<file path="config.mk">
export PLATFORM = sky130hd
export DESIGN_NAME = integer_to_ascii_digits
export DESIGN_NICKNAME = d
export VERILOG_FILES = /design/src/hdl/ita_pkg.sv /design/src/hdl/integer_to_ascii_digits.sv /design/src/hdl/ita_dabble.sv /design/src/hdl/ita_emit.sv
export SDC_FILE = /design/constraint.sdc
export NUM_CORES = 1
export LEC_CHECK = 0
export ABC_CLOCK_PERIOD_IN_PS = 12550
export BUFFER_PORTS_ARGS = -buffer_cell sky130_fd_sc_hd__buf_2
export CAP_MARGIN = 20
export CORE_ASPECT_RATIO = 2
export CORE_MARGIN = 2
export CORE_UTILIZATION = 62
export CTS_CLUSTER_SIZE = 30
export DETAILED_ROUTE_END_ITERATION = 8
export PLACE_DENSITY_LB_ADDON = 0.2
export SYNTH_ARGS = -nofsm -noshare
export SYNTH_HDL_FRONTEND = slang
export SYNTH_SLANG_ARGS = --single-unit
</file>
<file path="constraint.sdc">
create_clock -name clk -period 12.55 [get_ports clk]
set_input_delay 0.6275 -clock clk [delete_from_list [all_inputs] [get_ports clk]]
set_output_delay 0.6275 -clock clk [all_outputs]
set_load 0.05 [all_outputs]
</file>
<file path="src/hdl/ita_pkg.sv">
// Shared types, codes and helpers for the integer to ASCII digit converter.
`timescale 1ns / 1ps

package ita_pkg;

  localparam int VALUE_WIDTH_DEF = 64;
  localparam int DATA_W          = 64;
  localparam int USER_W          = 3;
  localparam int CHAR_W          = 8;

  localparam logic [1:0] OP_SDEC  = 2'd0;
  localparam logic [1:0] OP_UDEC  = 2'd1;
  localparam logic [1:0] OP_HEX_L = 2'd2;
  localparam logic [1:0] OP_HEX_U = 2'd3;

  localparam logic [CHAR_W-1:0] CHAR_MINUS = 8'h2d;
  localparam logic [CHAR_W-1:0] CHAR_ZERO  = 8'h30;
  localparam logic [CHAR_W-1:0] CHAR_UPPER = 8'h41;
  localparam logic [CHAR_W-1:0] CHAR_LOWER = 8'h61;

  // Control handed from the sequencer to the character emitter.
  typedef struct packed {
    logic load;
    logic neg;
    logic upper;
  } emit_ctl_t;

  // Maps one digit to its ASCII code; letters follow the chosen case.
  function automatic logic [CHAR_W-1:0] digit_char(input logic [3:0] d, input logic upper);
    logic [CHAR_W-1:0] ext;
    ext = {4'b0000, d};
    if (d < 4'd10) begin
      digit_char = CHAR_ZERO + ext;
    end else begin
      digit_char = (upper ? CHAR_UPPER : CHAR_LOWER) + ext - 8'd10;
    end
  endfunction

endpackage

</file>
<file path="src/hdl/integer_to_ascii_digits.sv">
// Top level of the integer to ASCII digit converter.
`timescale 1ns / 1ps

// Usage: the slave channel takes one number per beat. s_tdata carries the raw
// value, and s_tuser selects the conversion: bits [1:0] pick signed decimal,
// unsigned decimal, lowercase hex or uppercase hex, and bit 2 picks the full
// width for the decimal modes (otherwise the low 32 bits are used). The master
// channel returns one ASCII character per beat, most significant digit first,
// with a leading minus sign for negative signed values and tlast on the final
// digit. Leading zeros are suppressed, and zero comes out as a single '0'.
// Flow: a decimal number passes through the bit-serial BCD converter, which
// shifts one bit of the operand per cycle (32 or VALUE_WIDTH bits in all) and
// then hands the digits over; a hex number goes straight to the emitter. The
// emitter drops the suppressed leading zeros (up to 19 for a 64-bit value) one
// at a time, then sends the characters. s_tready is high only between numbers;
// the output register lets the next number be accepted while the final
// character still waits, and a stalled receiver holds the current beat and
// pauses the emitter. Reset empties the output register and idles all.
module integer_to_ascii_digits #(
  parameter int VALUE_WIDTH = ita_pkg::VALUE_WIDTH_DEF
) (
  input  logic                         clk,
  input  logic                         rst,
  input  logic                         s_tvalid,
  output logic                         s_tready,
  input  logic [ita_pkg::DATA_W-1:0]   s_tdata,   // [63:0] value
  input  logic [ita_pkg::USER_W-1:0]   s_tuser,   // [1:0] op, [2] wide
  output logic                         m_tvalid,
  input  logic                         m_tready,
  output logic [ita_pkg::CHAR_W-1:0]   m_tdata,   // [7:0] ascii_char
  output logic                         m_tlast
);

  localparam int W    = VALUE_WIDTH;
  // Enough decimal digits for the largest W-bit magnitude.
  localparam int NDIG = (W * 30103) / 100000 + 1;
  localparam int DW   = NDIG * 4;
  localparam int CNTW = $clog2(W + 1);

  typedef enum logic [1:0] {ST_IDLE, ST_CONV, ST_EMIT} top_state_t;

  top_state_t         state;
  logic               neg_r;
  logic               accept;
  logic [1:0]         op_in;
  logic               wide_in;
  logic               is_hex;
  logic               sign_in;
  logic [W-1:0]       masked;
  logic [W-1:0]       negated;
  logic [W-1:0]       mag;
  logic [W-1:0]       opnd;
  logic [CNTW-1:0]    nbits;
  logic               conv_start;
  logic               conv_done;
  logic [DW-1:0]      bcd;
  logic [DW-1:0]      emit_digits;
  logic               emit_busy;
  ita_pkg::emit_ctl_t ctl;

  assign s_tready = (state == ST_IDLE);
  assign accept   = s_tvalid && s_tready;
  assign op_in    = s_tuser[1:0];
  assign wide_in  = s_tuser[2];
  assign is_hex   = (op_in == ita_pkg::OP_HEX_L) || (op_in == ita_pkg::OP_HEX_U);

  // Operand preparation: cut to the used width, take the sign bit, and form
  // the two's complement magnitude. In the narrow mode the 32-bit operand is
  // left-aligned so that the serial converter always starts from the top bit.
  always_comb begin
    masked  = wide_in ? s_tdata[W-1:0] : {{(W-32){1'b0}}, s_tdata[31:0]};
    sign_in = (op_in == ita_pkg::OP_SDEC) && (wide_in ? s_tdata[W-1] : s_tdata[31]);
    negated = ~masked + 1'b1;
    if (sign_in) begin
      mag = wide_in ? negated : {{(W-32){1'b0}}, negated[31:0]};
    end else begin
      mag = masked;
    end
    opnd  = wide_in ? mag : (mag << (W - 32));
    nbits = wide_in ? CNTW'(W) : CNTW'(32);
  end

  assign conv_start = accept && !is_hex;

  // Hex digits are the value's nibbles as they stand; decimal digits come from
  // the converter once it finishes.
  always_comb begin
    ctl.load  = (accept && is_hex) || conv_done;
    ctl.neg   = conv_done && neg_r;
    ctl.upper = (op_in == ita_pkg::OP_HEX_U);
    emit_digits = conv_done ? bcd : {{(DW-W){1'b0}}, s_tdata[W-1:0]};
  end

  always_ff @(posedge clk) begin
    if (rst) begin
      state <= ST_IDLE;
      neg_r <= 1'b0;
    end else begin
      unique case (state)
        ST_IDLE: begin
          if (accept) begin
            neg_r <= sign_in;
            state <= is_hex ? ST_EMIT : ST_CONV;
          end
        end
        ST_CONV: begin
          if (conv_done) begin
            state <= ST_EMIT;
          end
        end
        ST_EMIT: begin
          if (!emit_busy) begin
            state <= ST_IDLE;
          end
        end
        default: state <= ST_IDLE;
      endcase
    end
  end

  ita_dabble #(
    .W    (W),
    .NDIG (NDIG),
    .CNTW (CNTW)
  ) u_dabble (
    .clk     (clk),
    .rst     (rst),
    .start   (conv_start),
    .opnd_in (opnd),
    .nbits   (nbits),
    .done    (conv_done),
    .bcd     (bcd)
  );

  ita_emit #(
    .NDIG (NDIG)
  ) u_emit (
    .clk       (clk),
    .rst       (rst),
    .ctl       (ctl),
    .digits_in (emit_digits),
    .busy      (emit_busy),
    .m_tvalid  (m_tvalid),
    .m_tready  (m_tready),
    .m_tdata   (m_tdata),
    .m_tlast   (m_tlast)
  );

endmodule

</file>
<file path="src/hdl/ita_dabble.sv">
// Bit-serial binary to BCD converter using the shift-and-add-three method.
`timescale 1ns / 1ps

module ita_dabble #(
  parameter int W    = ita_pkg::VALUE_WIDTH_DEF,
  parameter int NDIG = 20,
  parameter int CNTW = 7
) (
  input  logic              clk,
  input  logic              rst,
  input  logic              start,
  input  logic [W-1:0]      opnd_in,
  input  logic [CNTW-1:0]   nbits,
  output logic              done,
  output logic [NDIG*4-1:0] bcd
);

  logic [W-1:0]      opnd;
  logic [CNTW-1:0]   cnt;
  logic              busy;
  logic [NDIG*4-1:0] adj;

  // Every digit of five or more gets three added before the shift.
  always_comb begin
    for (int i = 0; i < NDIG; i++) begin
      adj[i*4 +: 4] = (bcd[i*4 +: 4] >= 4'd5) ? bcd[i*4 +: 4] + 4'd3 : bcd[i*4 +: 4];
    end
  end

  always_ff @(posedge clk) begin
    if (rst) begin
      busy <= 1'b0;
      done <= 1'b0;
    end else begin
      done <= 1'b0;
      if (start) begin
        busy <= 1'b1;
        bcd  <= '0;
        opnd <= opnd_in;
        cnt  <= nbits;
      end else if (busy) begin
        bcd  <= {adj[NDIG*4-2:0], opnd[W-1]};
        opnd <= {opnd[W-2:0], 1'b0};
        cnt  <= cnt - 1'b1;
        if (cnt == CNTW'(1)) begin
          busy <= 1'b0;
          done <= 1'b1;
        end
      end
    end
  end

endmodule

</file>
<file path="src/hdl/ita_emit.sv">
// Character emitter: drops leading zeros and sends one ASCII beat per digit.
`timescale 1ns / 1ps

module ita_emit #(
  parameter int NDIG = 20
) (
  input  logic                         clk,
  input  logic                         rst,
  input  ita_pkg::emit_ctl_t           ctl,
  input  logic [NDIG*4-1:0]            digits_in,
  output logic                         busy,
  output logic                         m_tvalid,
  input  logic                         m_tready,
  output logic [ita_pkg::CHAR_W-1:0]   m_tdata,
  output logic                         m_tlast
);

  localparam int DW = NDIG * 4;
  localparam int CW = $clog2(NDIG + 1);

  typedef enum logic [1:0] {E_IDLE, E_SKIP, E_SEND} emit_state_t;

  emit_state_t   state;
  logic [DW-1:0] digits;
  logic [CW-1:0] remain;
  logic          neg_pend;
  logic          upper;
  logic [3:0]    top_dig;
  logic          out_free;

  assign top_dig  = digits[DW-1 -: 4];
  assign out_free = !m_tvalid || m_tready;
  assign busy     = (state != E_IDLE);

  always_ff @(posedge clk) begin
    if (rst) begin
      state    <= E_IDLE;
      m_tvalid <= 1'b0;
      neg_pend <= 1'b0;
    end else begin
      // While sending, the send branch below owns the valid flag.
      if (m_tvalid && m_tready && state != E_SEND) begin
        m_tvalid <= 1'b0;
      end
      unique case (state)
        E_IDLE: begin
          if (ctl.load) begin
            digits   <= digits_in;
            remain   <= CW'(NDIG);
            neg_pend <= ctl.neg;
            upper    <= ctl.upper;
            state    <= E_SKIP;
          end
        end
        E_SKIP: begin
          // The last digit stays even when it is zero.
          if (top_dig == 4'd0 && remain > CW'(1)) begin
            digits <= {digits[DW-5:0], 4'b0000};
            remain <= remain - 1'b1;
          end else begin
            state <= E_SEND;
          end
        end
        E_SEND: begin
          if (out_free) begin
            m_tvalid <= 1'b1;
            if (neg_pend) begin
              m_tdata  <= ita_pkg::CHAR_MINUS;
              m_tlast  <= 1'b0;
              neg_pend <= 1'b0;
            end else begin
              m_tdata <= ita_pkg::digit_char(top_dig, upper);
              m_tlast <= (remain == CW'(1));
              digits  <= {digits[DW-5:0], 4'b0000};
              remain  <= remain - 1'b1;
              if (remain == CW'(1)) begin
                state <= E_IDLE;
              end
            end
          end
        end
      endcase
    end
  end

endmodule

</file>
==> flow_metrics.tcl <==
set metrics [dict create \
    status "completed" \
    hp-class "input pin to flop" \
    coreArea_um2 23230 \
    yosysTopAreaCell "edfxtp_1" \
    intPower_mw 1.757 \
    via_per_inst 6.362 \
    setup_viol 0 \
    grt.total_usage_pct 31.01 \
    cts_hold_buf 0 \
    diodes 0 \
    met1_length_um 13770 \
    grt_pass1_wl_um 61010 \
    netlist_instances 1449 \
    chipWidth_um 112.7 \
    nets 1620 \
    synthTopCellsByArea "edfxtp_1 50%, o21ai_0 5.3%, mux2i_1 4.9%" \
    synth-adder-area-share_pct 4.184 \
    worst_pin_slew_ns 0.9918 \
    synth.distinct_cells 81 \
    drtAntennaViolNets 0 \
    synth-xor-area-share_pct 5.669 \
    setup_tns_ns 0 \
    holdPathEnd "u_emit.m_tvalid" \
    r2r_slack_ns 9.21 \
    crit_chain "nor2_1, nand2_1, nor2_4, nor2_1, nor2_4, buf_4, buf_4, buf_16" \
    worstPathArrival_ns 3.52 \
    clockPowerShare_pct 27.0 \
    fin_total_pwr_mw 2.614 \
    p_per_area_nw_per_um2 163.2 \
    cts_setup_buffers 0 \
    cts.clk_slew.worst_paths_ns 0.07 \
    synth-compound-area-share_pct 14.37 \
    antenna_found_initial 0 \
    cp_top_family "buffers and inverters" \
    async_flop_share_pct 0 \
    syn_to_final_growth_pct 9.273 \
    htreeDepth 1 \
    boundaryPins 82 \
    clock_path_buffers 3 \
    crit_buf_inv 3 \
    critPathKind "flop to flop" \
    die-area_um2 24960 \
    grt-ovfl-total 0 \
    wl_met2_um 20070 \
    fin_util_pct 68.94 \
    grt_max_degree 87 \
    cts.sink_count 254 \
    synthMuxAreaShare_pct 4.918 \
    rr_startpoint "state[0]" \
    final_cells 1800 \
    dr.pass1.iters 8 \
    dr_wl_met3_um 2430 \
    fin_crit_sh_pct 26.60 \
    placedCellCount 1755 \
    crit_fanout 73 \
    hold_viol_final 0 \
    drt_iter0_markers 1147 \
    end_kind "flop" \
    rr_endpoint "u_dabble.bcd[68]" \
    post-route-min-period_ns 3.338 \
    cts_tree "built" \
    pwr-share-comb_pct 25.6 \
    top_layer "met4" \
    synth-edff-count 245 \
    synth_top_area_share_pct 50.20 \
    switching_power_mw 0.8564 \
    critPathMaxStageDelay_ns 0.71 \
    cts_made_buffers 24 \
    drc 0 \
    post_drt_wl_per_cell_um 21.56 \
    p_sw_share_pct 32.76 \
    min_from "m_tready" \
    slowest_stage "buf_4" \
    vdd_drop_max_uv 185.8 \
    min_path_cells 4 \
    synth_top_cells_by_count "245 x edfxtp_1, 189 x nand2_1, 157 x nor2_1, 154 x o21ai_0, 98 x a21oi_1" \
    fmax_mhz 299.6 \
    ys.flop_type "edfxtp_1" \
    rsz0062_at_grt "false" \
    syn_area_um2 14650 \
    slew_headroom_pct 33.88 \
    initial_core_util_pct 63.09 \
    clock_skew_ns 0.01113 \
    avgSynthCellArea_um2 10.11 \
    rr_worst_depth 8 \
    synth-seq-cells 254 \
    insertion_delay_ns 0.54 \
    place_congestion 0.9696 \
    synth_top_family_by_area "simple AND/OR/NAND/NOR gates" \
    cp-start-kind "flop" \
    cts_root_buffer "clkbuf_16" \
    io_buffers 80 \
    final_max_slew_viol_count 0 \
    row_count 79 \
    timing.max_cap.violations 0 \
    routed_wl_um 38810 \
    ctsResizeCount 0 \
    synthSimpleGateAreaFrac_pct 15.84 \
    die_y_um 221.4 \
    syn-num-nets 1569 \
    ys_warn_count 0 \
    critical_path_required_ns 12.73 \
    power.leakage_nw 5.700 \
    ys_seq_area_share_pct 51.43 \
    yosysMostFrequentCell "edfxtp_1" \
    grt_pass1_vias 11600 \
    hpwl_um 27060 \
    via_count 11450 \
    drive_gt1_share_pct 11.14 \
    seqPwrFrac_pct 47.3 \
]
worst register-to-register path, cell delays in order, from the launching register on:
cell	delay [ns]
dfxtp_1	0.34
nor2_1	0.17
nand2_1	0.15
nor2_4	0.52
nor2_1	0.16
nor2_4	0.10
buf_4	0.71
buf_4	0.40
buf_16	0.33
sequential cells by signal (all words and copies together) (netlist names), 2 cells and up:
register and cells:
u_emit.state 2, state 2, u_emit.digits 80, u_emit.m_tdata 7
u_dabble.cnt 7, u_dabble.bcd 80, u_dabble.opnd 64, u_emit.remain 5
routing by layer:
layer  up-vias  track usage [%]
met1      5524            35.16
li1       5319                -
met2       469            54.14
met4         0            19.59
met5         -                0
met3       139            4.191
metrics by stage:
stage / setup slack, ns / cell area, um^2 / hold WS (ns)
after global routing: 8.940 / 16010 / 0.4693
after CTS: 8.917 / 15980 / 0.4134
after floorplan: 2.263 / 14650 / 0.4363
after global placement: 8.785 / 15240 / 0.4723
after detailed placement: 8.726 / 15240 / 0.4744
final: 9.212 / 16010 / 0.4206
how the worst max path moves through the flow:
stage             start               end  depth (start not counted)
6_report       state[0]  u_dabble.bcd[68]                          8
3_3_place_gp   s_tvalid  u_dabble.bcd[54]                          7
5_1_grt        state[0]  u_dabble.bcd[72]                          8
3_5_place_dp   s_tvalid  u_dabble.bcd[55]                          7
4_1_cts        state[0]  u_dabble.bcd[66]                          7
2_1_floorplan  state[1]  u_emit.digits[0]                          4
cell usage in the layout (no fill, tap or decap), types with 12 or more instances in the layout:
cell type / instances
buf_2: 81
nor3_1: 37
nor4_1: 12
o21ai_0: 153
a21oi_1: 98
ha_1: 48
nand2b_1: 24
nand2_1: 189
clkbuf_16: 25
xnor2_1: 51
nor2_1: 155
edfxtp_1: 245
xor2_1: 42
mux2i_1: 72
buf_4: 14
a22o_1: 24
inv_1: 56
kinds of logic (layout without fill, tap and decap cells):
kind of cell               count (synthesis)  in the layout
AOI/OAI and AO/OA                        354            354
xor gates and xnor gates                  94             94
and+or+nand+nor                          498            498
DFF                                      254            254
muxes                                     72             72
other                                      1              1
adders and majority gates                 49             49
buffers and inverters                    127            195
layout make-up:
type | count | area (um^2)
sequential | 254 | 7541
multi-input combinational | 1068 | 6633
clock inverter | 15 | 100.1
clock buffer | 28 | 636.9
inverter | 56 | 210.2
timing repair buffer | 96 | 538.0
tap | 283 | 354.1
fill | 1757 | 7216
power by group through the flow:
stage	sequential, mW	clock [mW]	combinational [mW]
detailed placement	1.25	0	0.666
floorplan	1.27	0	0.451
finish	1.24	0.706	0.670
CTS	1.24	0.715	0.669
global placement	1.25	0	0.648
global route	1.25	0.742	0.751
No activity file was read; power rests on OpenSTA's default activity.
